**src/sv/sict_pkg.sv**
```systemverilog
// Shared types and constants for the stacking item count table.
`default_nettype none
package sict_pkg;

  localparam int KEY_W   = 32;
  localparam int CNT_W   = 31;
  localparam int REQ_W   = 2;
  localparam int USED_W  = 5;
  localparam int LIMIT_W = 5;
  localparam int ENTRY_W = KEY_W + CNT_W;

  localparam logic [CNT_W-1:0]   CNT_MAX       = {CNT_W{1'b1}};
  localparam logic [LIMIT_W-1:0] MAX_SLOTS_RST = LIMIT_W'(16);

  localparam logic [REQ_W-1:0] REQ_ADD    = 2'd0;
  localparam logic [REQ_W-1:0] REQ_REMOVE = 2'd1;
  localparam logic [REQ_W-1:0] REQ_CLEAR  = 2'd2;

  typedef enum logic [2:0] {
    ST_MERGED   = 3'd0,
    ST_NEW      = 3'd1,
    ST_REDUCED  = 3'd2,
    ST_FREED    = 3'd3,
    ST_CLEARED  = 3'd4,
    ST_INVALID  = 3'd5,
    ST_FULL     = 3'd6,
    ST_NOTFOUND = 3'd7
  } status_t;

  // Count update computed for a matching entry.
  typedef struct packed {
    logic [CNT_W-1:0] count;
    logic             freed;
  } upd_t;

endpackage
`default_nettype wire

```
**src/sv/sict_if.sv**
```systemverilog
// Valid/ready channel interfaces for requests and results.
`default_nettype none
interface sict_in_if import sict_pkg::*; ();
  logic             valid;
  logic             ready;
  logic [REQ_W-1:0] req_type;
  logic [KEY_W-1:0] item_key;
  logic [CNT_W-1:0] amount;

  modport source (output valid, req_type, item_key, amount, input ready);
  modport sink   (input valid, req_type, item_key, amount, output ready);
endinterface

interface sict_out_if import sict_pkg::*; ();
  logic              valid;
  logic              ready;
  logic [2:0]        status;
  logic              changed;
  logic [CNT_W-1:0]  entry_count;
  logic [USED_W-1:0] used_slots;

  modport source (output valid, status, changed, entry_count, used_slots, input ready);
  modport sink   (input valid, status, changed, entry_count, used_slots, output ready);
endinterface
`default_nettype wire

```
**src/sv/stacking_item_count_table_top.sv**
```systemverilog
// Keyed counter table: ordered entries in one memory, searched and compacted serially.
//
//   channel   dir   handshake           payload
//   in_ch     in    valid/ready         req_type, item_key, amount
//   out_ch    out   valid/ready         status, changed, entry_count, used_slots
//   cfg       in    cfg_we              cfg_wdata (max_slots)
//
// Clear and invalid go from idle straight to the result state; other requests scan
// the entries one by one, then take the miss state on a miss or shift each later entry
// down one place when one is freed. The single read port of the entry memory sets this.
// Reset empties the table at once; entry contents stay undefined until written.
// A result waits in the output register; a new request is taken as soon as the
// previous result has moved there, while out_ch may still be stalled.
`default_nettype none
module stacking_item_count_table_top import sict_pkg::*; #(
  parameter int SLOTS = 16
) (
  input  logic                clk,
  input  logic                rst_n,
  sict_in_if.sink             in_ch,
  sict_out_if.source          out_ch,
  input  logic                cfg_we,
  input  logic [LIMIT_W-1:0]  cfg_wdata
);

  localparam int IDX_W = (SLOTS > 1) ? $clog2(SLOTS) : 1;
  localparam int OCC_W = $clog2(SLOTS + 1);
  localparam int CMP_W = OCC_W + 1;
  localparam int LIM_W = (OCC_W > LIMIT_W) ? OCC_W : LIMIT_W;

  typedef enum logic [2:0] {
    S_IDLE,
    S_SEARCH,
    S_MISS,
    S_SHIFT,
    S_RESP
  } state_t;

  state_t               state_r;
  logic [OCC_W-1:0]     occupied_r;
  logic [LIMIT_W-1:0]   max_slots_r;
  logic [IDX_W-1:0]     scan_r;
  logic [REQ_W-1:0]     req_r;
  logic [KEY_W-1:0]     key_r;
  logic [CNT_W-1:0]     amt_r;
  status_t              res_status_r;
  logic                 res_changed_r;
  logic [CNT_W-1:0]     res_count_r;

  logic                 out_valid_r;
  status_t              out_status_r;
  logic                 out_changed_r;
  logic [CNT_W-1:0]     out_count_r;
  logic [USED_W-1:0]    out_used_r;

  logic [ENTRY_W-1:0]   mem [SLOTS];
  logic [ENTRY_W-1:0]   rdata_r;
  logic                 mem_we;
  logic [IDX_W-1:0]     mem_waddr;
  logic [ENTRY_W-1:0]   mem_wdata;
  logic [IDX_W-1:0]     mem_raddr;

  logic [KEY_W-1:0]     rd_key;
  logic [CNT_W-1:0]     rd_count;
  logic                 in_fire;
  logic                 out_free;
  logic                 is_add;
  logic                 hit;
  logic                 last;
  logic                 shift_last;
  logic                 full;
  logic [LIM_W-1:0]     limit;
  upd_t                 upd;

  assign rd_key   = rdata_r[ENTRY_W-1:CNT_W];
  assign rd_count = rdata_r[CNT_W-1:0];
  assign in_ch.ready = (state_r == S_IDLE);
  assign in_fire  = in_ch.valid && in_ch.ready;
  assign out_free = !out_valid_r || out_ch.ready;
  assign is_add   = (req_r == REQ_ADD);
  assign hit      = (rd_key == key_r);
  assign last       = (CMP_W'(scan_r) + CMP_W'(1)) == CMP_W'(occupied_r);
  assign shift_last = (CMP_W'(scan_r) + CMP_W'(2)) == CMP_W'(occupied_r);
  assign limit    = (LIM_W'(max_slots_r) < LIM_W'(SLOTS)) ? LIM_W'(max_slots_r)
                                                          : LIM_W'(SLOTS);
  assign full     = LIM_W'(occupied_r) >= limit;

  sict_upd u_upd (
    .is_add (is_add),
    .count  (rd_count),
    .amount (amt_r),
    .upd    (upd)
  );

  // memory port control
  always_comb begin
    mem_we    = 1'b0;
    mem_waddr = scan_r;
    mem_wdata = {key_r, upd.count};
    mem_raddr = '0;
    unique case (state_r)
      S_IDLE: begin
        mem_raddr = '0;
      end
      S_SEARCH: begin
        mem_raddr = IDX_W'(CMP_W'(scan_r) + CMP_W'(1));
        mem_we    = hit && (is_add || !upd.freed);
      end
      S_MISS: begin
        mem_waddr = IDX_W'(occupied_r);
        mem_wdata = {key_r, amt_r};
        mem_we    = is_add && !full;
      end
      S_SHIFT: begin
        // move the entry above down one place
        mem_raddr = IDX_W'(CMP_W'(scan_r) + CMP_W'(2));
        mem_wdata = rdata_r;
        mem_we    = 1'b1;
      end
      S_RESP: begin
        mem_raddr = '0;
      end
      default: begin
        mem_raddr = '0;
      end
    endcase
  end

  always_ff @(posedge clk) begin
    if (mem_we) begin
      mem[mem_waddr] <= mem_wdata;
    end
    rdata_r <= mem[mem_raddr];
  end

  always_ff @(posedge clk) begin
    if (!rst_n) begin
      state_r     <= S_IDLE;
      occupied_r  <= '0;
      max_slots_r <= MAX_SLOTS_RST;
      out_valid_r <= 1'b0;
    end else begin
      if (cfg_we) begin
        max_slots_r <= cfg_wdata;
      end

      if (state_r == S_RESP && out_free) begin
        out_valid_r   <= 1'b1;
        out_status_r  <= res_status_r;
        out_changed_r <= res_changed_r;
        out_count_r   <= res_count_r;
        out_used_r    <= USED_W'(occupied_r);
      end else if (out_ch.ready) begin
        out_valid_r <= 1'b0;
      end

      unique case (state_r)
        S_IDLE: begin
          if (in_fire) begin
            req_r  <= in_ch.req_type;
            key_r  <= in_ch.item_key;
            amt_r  <= in_ch.amount;
            scan_r <= '0;
            priority if (in_ch.req_type == REQ_CLEAR) begin
              occupied_r    <= '0;
              res_status_r  <= ST_CLEARED;
              res_changed_r <= 1'b1;
              res_count_r   <= '0;
              state_r       <= S_RESP;
            end else if ((in_ch.req_type != REQ_ADD && in_ch.req_type != REQ_REMOVE)
                         || in_ch.item_key == '0 || in_ch.amount == '0) begin
              res_status_r  <= ST_INVALID;
              res_changed_r <= 1'b0;
              res_count_r   <= '0;
              state_r       <= S_RESP;
            end else if (occupied_r == '0) begin
              state_r <= S_MISS;
            end else begin
              state_r <= S_SEARCH;
            end
          end
        end
        S_SEARCH: begin
          priority if (hit) begin
            res_changed_r <= 1'b1;
            priority if (is_add) begin
              res_status_r <= ST_MERGED;
              res_count_r  <= upd.count;
              state_r      <= S_RESP;
            end else if (upd.freed) begin
              res_status_r <= ST_FREED;
              res_count_r  <= '0;
              if (last) begin
                occupied_r <= occupied_r - OCC_W'(1);
                state_r    <= S_RESP;
              end else begin
                state_r <= S_SHIFT;
              end
            end else begin
              res_status_r <= ST_REDUCED;
              res_count_r  <= upd.count;
              state_r      <= S_RESP;
            end
          end else if (last) begin
            state_r <= S_MISS;
          end else begin
            scan_r <= scan_r + IDX_W'(1);
          end
        end
        S_MISS: begin
          priority if (!is_add) begin
            res_status_r  <= ST_NOTFOUND;
            res_changed_r <= 1'b0;
            res_count_r   <= '0;
          end else if (full) begin
            res_status_r  <= ST_FULL;
            res_changed_r <= 1'b0;
            res_count_r   <= '0;
          end else begin
            res_status_r  <= ST_NEW;
            res_changed_r <= 1'b1;
            res_count_r   <= amt_r;
            occupied_r    <= occupied_r + OCC_W'(1);
          end
          state_r <= S_RESP;
        end
        S_SHIFT: begin
          if (shift_last) begin
            occupied_r <= occupied_r - OCC_W'(1);
            state_r    <= S_RESP;
          end else begin
            scan_r <= scan_r + IDX_W'(1);
          end
        end
        S_RESP: begin
          if (out_free) begin
            state_r <= S_IDLE;
          end
        end
        default: begin
          state_r <= S_IDLE;
        end
      endcase
    end
  end

  assign out_ch.valid       = out_valid_r;
  assign out_ch.status      = out_status_r;
  assign out_ch.changed     = out_changed_r;
  assign out_ch.entry_count = out_count_r;
  assign out_ch.used_slots  = out_used_r;

  a_occ_bound: assert property (@(posedge clk) disable iff (!rst_n)
    CMP_W'(occupied_r) <= CMP_W'(SLOTS))
    else $error("occupied slot count exceeds table size");

  a_resp_loads: assert property (@(posedge clk) disable iff (!rst_n)
    (state_r == S_RESP && out_free) |=> (out_valid_r && state_r == S_IDLE))
    else $error("pending result not moved to output register");

  a_clear_empties: assert property (@(posedge clk) disable iff (!rst_n)
    (in_fire && in_ch.req_type == REQ_CLEAR) |=>
      (occupied_r == '0 && res_status_r == ST_CLEARED && state_r == S_RESP))
    else $error("clear request did not empty the table");

endmodule
`default_nettype wire

```
**src/sv/sict_upd.sv**
```systemverilog
// Count arithmetic for a matching entry: saturating add, or subtract with free check.
`default_nettype none
module sict_upd import sict_pkg::*; (
  input  logic             is_add,
  input  logic [CNT_W-1:0] count,
  input  logic [CNT_W-1:0] amount,
  output upd_t             upd
);

  logic [CNT_W:0] sum;
  logic [CNT_W:0] diff;

  assign sum  = {1'b0, count} + {1'b0, amount};
  assign diff = {1'b0, count} - {1'b0, amount};

  always_comb begin
    if (is_add) begin
      // saturate when the sum spills past the count range
      upd.count = sum[CNT_W] ? CNT_MAX : sum[CNT_W-1:0];
      upd.freed = 1'b0;
    end else begin
      // borrow or zero result means the entry goes away
      upd.freed = diff[CNT_W] || (diff[CNT_W-1:0] == '0);
      upd.count = diff[CNT_W-1:0];
    end
  end

endmodule
`default_nettype wire

```
**src/flat_wrapper.sv**
```systemverilog
// flat-port wrapper written by rule: the top's interface ports become plain ports
module stacking_item_count_table_top_flat import sict_pkg::*;
#(
  parameter int SLOTS = 16
)
  (clk, rst_n, cfg_we, cfg_wdata, in_ch_valid, in_ch_req_type, in_ch_item_key, in_ch_amount, in_ch_ready, out_ch_valid, out_ch_status, out_ch_changed, out_ch_entry_count, out_ch_used_slots, out_ch_ready);
  sict_in_if in_ch_i ();
  sict_out_if out_ch_i ();
  input  logic clk;
  input  logic rst_n;
  input  logic cfg_we;
  input  logic [LIMIT_W-1:0] cfg_wdata;
  input wire logic [$bits(in_ch_i.valid)-1:0] in_ch_valid;
  input wire logic [$bits(in_ch_i.req_type)-1:0] in_ch_req_type;
  input wire logic [$bits(in_ch_i.item_key)-1:0] in_ch_item_key;
  input wire logic [$bits(in_ch_i.amount)-1:0] in_ch_amount;
  output wire logic [$bits(in_ch_i.ready)-1:0] in_ch_ready;
  output wire logic [$bits(out_ch_i.valid)-1:0] out_ch_valid;
  output wire logic [$bits(out_ch_i.status)-1:0] out_ch_status;
  output wire logic [$bits(out_ch_i.changed)-1:0] out_ch_changed;
  output wire logic [$bits(out_ch_i.entry_count)-1:0] out_ch_entry_count;
  output wire logic [$bits(out_ch_i.used_slots)-1:0] out_ch_used_slots;
  input wire logic [$bits(out_ch_i.ready)-1:0] out_ch_ready;
  assign in_ch_i.valid = in_ch_valid;
  assign in_ch_i.req_type = in_ch_req_type;
  assign in_ch_i.item_key = in_ch_item_key;
  assign in_ch_i.amount = in_ch_amount;
  assign in_ch_ready = in_ch_i.ready;
  assign out_ch_valid = out_ch_i.valid;
  assign out_ch_status = out_ch_i.status;
  assign out_ch_changed = out_ch_i.changed;
  assign out_ch_entry_count = out_ch_i.entry_count;
  assign out_ch_used_slots = out_ch_i.used_slots;
  assign out_ch_i.ready = out_ch_ready;
  stacking_item_count_table_top #(.SLOTS(SLOTS)) u_core (.clk(clk), .rst_n(rst_n), .in_ch(in_ch_i), .out_ch(out_ch_i), .cfg_we(cfg_we), .cfg_wdata(cfg_wdata));
endmodule
```
**config.mk**
```make
export PLATFORM = sky130hd
export DESIGN_NAME = stacking_item_count_table_top_flat
export DESIGN_NICKNAME = d
export VERILOG_FILES = /design/src/sv/sict_pkg.sv /design/src/sv/sict_if.sv /design/src/sv/stacking_item_count_table_top.sv /design/src/sv/sict_upd.sv /design/src/flat_wrapper.sv
export SDC_FILE = /design/constraint.sdc
export NUM_CORES = 2
export LEC_CHECK = 0
export BUFFER_PORTS_ARGS = -buffer_cell sky130_fd_sc_hd__buf_2
export CAP_MARGIN = 20
export CORE_AREA = 2 2 410 412
export CTS_CLUSTER_SIZE = 40
export DETAILED_ROUTE_END_ITERATION = 7
export DIE_AREA = 0 0 412 414
export PLACE_DENSITY = 0.47
export SETUP_SLACK_MARGIN = 0.3
export SLEW_MARGIN = 0
export SYNTH_ARGS = -nofsm -noshare
export SYNTH_HDL_FRONTEND = slang
export SYNTH_SLANG_ARGS = --single-unit
export TNS_END_PERCENT = 1
```
**constraint.sdc**
```tcl
create_clock -name clk -period 11.6 [get_ports clk]
set_input_delay 0.58 -clock clk [delete_from_list [all_inputs] [get_ports clk]]
set_output_delay 0.58 -clock clk [all_outputs]
set_load 0.05 [all_outputs]
```
After elaboration in Yosys (flattened, before gate mapping) --
Memories as Yosys holds them, arrays and structs flattened. A register that Yosys moved wholly into a read port is not among the register bits. Index checks and enable logic that the tools add are counted. Widths: inputs -> output; s select.
Storage, ports and cells: RAM bits 1008, logic and storage cells 142, bits of input ports 75, memories 1, register bits after elaboration 158
Operators by class: reduce and logical (&&, ||, !) cells 30, eq/ne operators 24, magnitude comparators 2, multiplexer cells 63, add/subtract/negate cells 7
Memories:
- u_core.mem | words 16, bits a word 63, read ports 1, clocked after Yosys merged registers in 1, wr ports 1, line stacking_item_count_table_top.sv:56 | logic [ENTRY_W-1:0] mem [SLOTS];
Operators with widths (count):
- $mux 31 | 9
- $pmux 63 s2 | 1
- $pmux 31 s3 | 1
- $logic_not 31->1 | 2
- $mux 3 | 17
- $mux 5 | 10
- $add 31x31->32 | 1
- $eq 32x32->1 | 1
- $logic_not 32->1 | 1
- $mux 32 | 1
- $sub 31x31->32 | 1
- $mux 4 | 5
- $pmux 5 s4 | 1
- $pmux 3 s5 | 1
- $ne 2x1->1 const B | 7
- $ne 2x2->1 const B | 7
- $eq 6x5->1 | 2
- $pmux 4 s3 | 1
- $mux 1 | 11
- $reduce_and 10->1 | 1
- $pmux 3 s3 | 1
- $pmux 4 s2 | 1
- $eq 3x2->1 const B | 2
- $pmux 1 s3 | 2
- 27 further kinds | 39

Longest topological paths before layout --
depth in word-level cells 10, depth in mapped cells 16, gate-level depth less buffers 15

Hierarchy --
From an unflattened synthesis, not the netlist that was laid out.
Second synthesis, totals: cell total of the unflattened synthesis 4057, area total of the unflattened synthesis 53458.8 um2
By module, submodules not included:
- stacking_item_count_table_top | area an instance 48813.1 um2, cells an instance 3343, instances 1, sequential area each 36134.7 um2
- sict_upd | area an instance 4645.7 um2, cells an instance 714, instances 1, sequential area each 0.0 um2

Worst setup path after synthesis --
No wires, ideal clock.
kind flip-flop to flip-flop, from reg u_core.amt_r[4], to mem u_core.mem[8][0] in the netlist's numbering (enable), path buffers 3, arrival 7.467 ns, stages on the path, launching flop included 17, required time 11.039 ns, period minus slack after synthesis 8.028 ns, path slack 3.572 ns, cell sequence edfxtp_1 > inv_1 > ha_1 > buf_4 > o211a_1 > a21bo_2 > buf_2 > a211oi_1 > nor2_1 > o41ai_2 > xnor2_1 > nor2_1 > and4_1 > o21ai_2 > a21oi_4 > buf_6 > nor3_1
On the way: word-level cells in the longest chain between the ends 10
RTL lines:
- start, declared | line stacking_item_count_table_top.sv:45 | logic [CNT_W-1:0] amt_r;
- start signal, assigned | line stacking_item_count_table_top.sv:162 | amt_r <= in_ch.amount;
- $sub 31x31->32 (*) | line sict_upd.sv:14 | assign diff = {1'b0, count} - {1'b0, amount};
- $logic_not 31->1 | line sict_upd.sv:23 | upd.freed = diff[CNT_W] || (diff[CNT_W-1:0] == '0);
- $logic_or 1x1->1 (*) | line sict_upd.sv:23
- $mux 32 (*) | line sict_upd.sv:17 | if (is_add) begin
- $logic_not 1->1 (*) | line stacking_item_count_table_top.sv:107 | mem_we = hit && (is_add || !upd.freed);
- $logic_or 1x1->1 (*) | line stacking_item_count_table_top.sv:107
- $logic_and 1x1->1 (*) | line stacking_item_count_table_top.sv:107
- $pmux 1 s3 (*) | line stacking_item_count_table_top.sv:101 | unique case (state_r)
- $mux 1 (*) | line stacking_item_count_table_top.sv:130 | if (mem_we) begin
- $mux 1 (not written as such) (*) | line stacking_item_count_table_top.sv:131 | mem[mem_waddr] <= mem_wdata;
- end, declared | line stacking_item_count_table_top.sv:56
Mark *: on every way between the ends. The rest lies on a longest branch, timed or not.

Worst setup path in the final report --
from reg u_core.amt_r[3], to mem u_core.mem[15][53] in the netlist's numbering (enable)
Same word-level chain as after synthesis.

==> results.cfg <==
[outcome]
status = completed

[routing]
drc = 0
viasPerCell = 5.275
vias = 34230
wl_per_cell_um = 24.42
drt_iter0_markers = 2706
postRouteAntennaNets = 0
drtPass1Iterations = 6
wirelength_um = 158500

[sta]
worst_hold_slack_ns = 0.04422
fin_crit_sh = 0.5405
max-slew-margin-rel = 0.2712
tns_ns = 0
setup_viol = 0
drv_slew = 0
hold_viol_final = 0
grt_setup_unrepaired = no
fin_crit_ns = 6.270
fmax_mhz = 159.5
worst_pin_slew_ns = 1.093
fin_skew_ns = 0.04959

[floorplanning]
die_area_um2 = 170600
core_um2 = 166300
start_util = 0.3177
io_pins = 117
die_h_um = 414
fp.dieW_um = 412
rows = 150

[cells_and_area]
fillers = 16110
synthToLayoutAreaGrowth_pct = 15.58
nets = 4323
drive_gt1_frac = 0.1151
finalNonFillerCells = 6489
multi_input_area_um2 = 15500
seqCellArea_um2 = 36140

[clocking]
cts_root_buf = clkbuf_16
cts_made_buffers = 142
clkLatencyLatePin_ns = 0.79
post_cts_buffers = 0
cts_tree = yes
htree_levels = 4
cts.path.max_buffers = 3
clock_sinks = 1229
clk_pin_slew_worst_paths_ns = 0.06

[logic_synthesis]
yosys_warnings = 0
synthDistinctLibCells = 78
synth_seq_cells = 1229
synth_ff_type = edfxtp_1
netlist.area_leader.share = 0.6547
ys_async_sr_fraction = 0
yosys-top-cells-area = edfxtp_1, a211oi_1, nand2_1
synth_nets = 4219
syn_avg_cell_area_um2 = 12.98
synth-edff-count = 1152
yosys.area.top_type = edfxtp_1
syn_area_um2 = 52830
ys_seq_area_frac = 0.6839
postSynthCellCount = 4069

[grt]
grt_max_degree = 174
grt_overflow_total = 0
antenna_found_initial = 12
grt_pass1_vias = 33230
grt_pass1_wl_um = 232000
gr-usage-all-layers = 0.1824

[setup_path]
endpoint_kind = register
cp_cell_sequence = inv_1, ha_1, o211a_1, a21bo_2, a211oi_1, nor2_1, o41ai_2, xnor2_1, nor2_1, and4_1, o21ai_2, a21oi_4, buf_4, nor3_2, buf_4
cp-start-kind = register
slowest_stage = buf_4
crit_type = register to register
cp.arrival_ns = 6.64
required_ns = 11.97
max_stage_delay_ns = 0.88
crit_fanout = 54

[run]
maxCapViolCount = 0

[placed_design]
dp_hpwl_um = 96500
globalplace.congestion = 0.8905
placement.io_buffers = 116
dp_cells = 6181

[power]
power.density_nw_per_um2 = 161.1
ir_drop_uv = 152.9
power.leakage_uw = 0.01966

[hold_path]
hold_path.class = primary input to register
==> power by group <==
part	total [uW]	switching, uW	leakage, uW	internal, uW
Sequential	4970	23.3	0.0110	4940
Clock	4330	1850	0.00218	2480
Combinational	537	396	0.00645	141
==> cells by family after synthesis <==
family,synth area share
XOR/XNOR,0.01111
multiplexers,0.01063
flip-flops,0.6839
AO/OA/AOI/OAI,0.1462
AND/OR/NAND/NOR,0.1031
adder cells (fa/ha/maj),0.01819
buffers and inverters,0.02681
==> registers in the layout (all words and copies together) (netlist names), 4 cells and up <==
signal                     flops
u_core.max_slots_r             5
u_core.mem                  1008
u_core.out_ch.used_slots       5
u_core.key_r                  32
u_core.res_count_r            31
u_core.out_ch.entry_count     31
u_core.amt_r                  31
u_core.occupied_r              5
u_core.rdata_r                63
u_core.scan_r                  4
==> area by class of cell <==
type / count / share of cell area
clock inverter: 67 / 0.01127
inverter: 77 / 0.004733
timing repair buffer: 249 / 0.03102
multi-input combinational: 2474 / 0.2539
sequential: 1229 / 0.5918
clock buffer: 187 / 0.06210
antenna: 2 / 0.00008196
tap: 2204 / 0.04516
==> worst max-delay path: cells and delay by family (launching register included) <==
family / cells / cell delay (ns)
compound gates: 6 / 2.29
buf+inv: 3 / 1.19
simple gates: 4 / 1.17
fa+ha+maj: 1 / 0.59
flops: 1 / 0.37
xor+xnor: 1 / 0.19
==> per-layer routing <==
metal	share of wire	wire length, um	vias up	track usage
li1	-	-	15770	-
met1	0.48	76660	17380	0.2698
met2	0.45	71090	874	0.2782
met3	0.045	7203	206	0.02625
met4	0.022	3481	2	0.05023
met5	0.000082	13	-	0
==> path summary, 6_finish.rpt <==
kind / endpoint / slack [ns] / depth (start not counted) / startpoint
max: u_core.mem[15][53] / 5.33 / 15 / u_core.amt_r[3]
min: u_core.key_r[16] / 0.04 / 1 / in_ch_item_key[16]
max reg2reg: u_core.mem[15][53] / 5.33 / 15 / u_core.amt_r[3]
min reg2reg: u_core.out_ch.entry_count[20] / 0.41 / 0 / u_core.res_count_r[20]
==> cells in the mapped netlist (18+ instances only) <==
cell	number
a211oi_1	323
a21o_1	20
a21oi_1	241
a22o_1	18
a311oi_1	128
a31oi_1	143
and2_1	259
buf_1	20
clkbuf_1	257
dfxtp_1	77
edfxtp_1	1152
ha_1	72
inv_1	77
mux2_2	33
mux2i_1	19
nand2_1	620
nand3_1	29
nand4_1	22
nor2_1	88
nor3_1	54
nor4_1	23
o21a_1	18
o21ai_0	80
xnor2_1	56
==> metrics by stage <==
step / cell area (um2) / utilization / power, uW / setup WS, ns
detailed placement: 56040 / 0.3370 / 5581 / 5.235
floorplan: 52830 / - / 5338 / 3.572
global route: 61060 / 0.3672 / 10160 / 4.907
CTS: 61020 / 0.3669 / 9957 / 5.214
global placement: 55900 / 0.3362 / 5582 / 5.434
finish: 61060 / 0.3672 / 9839 / 5.330
==> cells in the final DEF (no fill, tap or decap), drive strengths merged, types with 86 or more instances in the layout <==
master / netlist / routed
nand2: 620 / 620
a211oi: 324 / 324
a31oi: 143 / 143
edfxtp: 1152 / 1152
inv: 77 / 86
clkbuf: 257 / 187
a21oi: 243 / 243
nor2: 89 / 89
and2: 262 / 262
buf: 32 / 199
a311oi: 128 / 128
==> repair_timing <==
item | CTS | global route
endpoints found under the hold margin | 50 | 0
resized for setup | 0 | 0
hold buffers | 50 | 0
No activity file was read; power rests on OpenSTA's default activity.
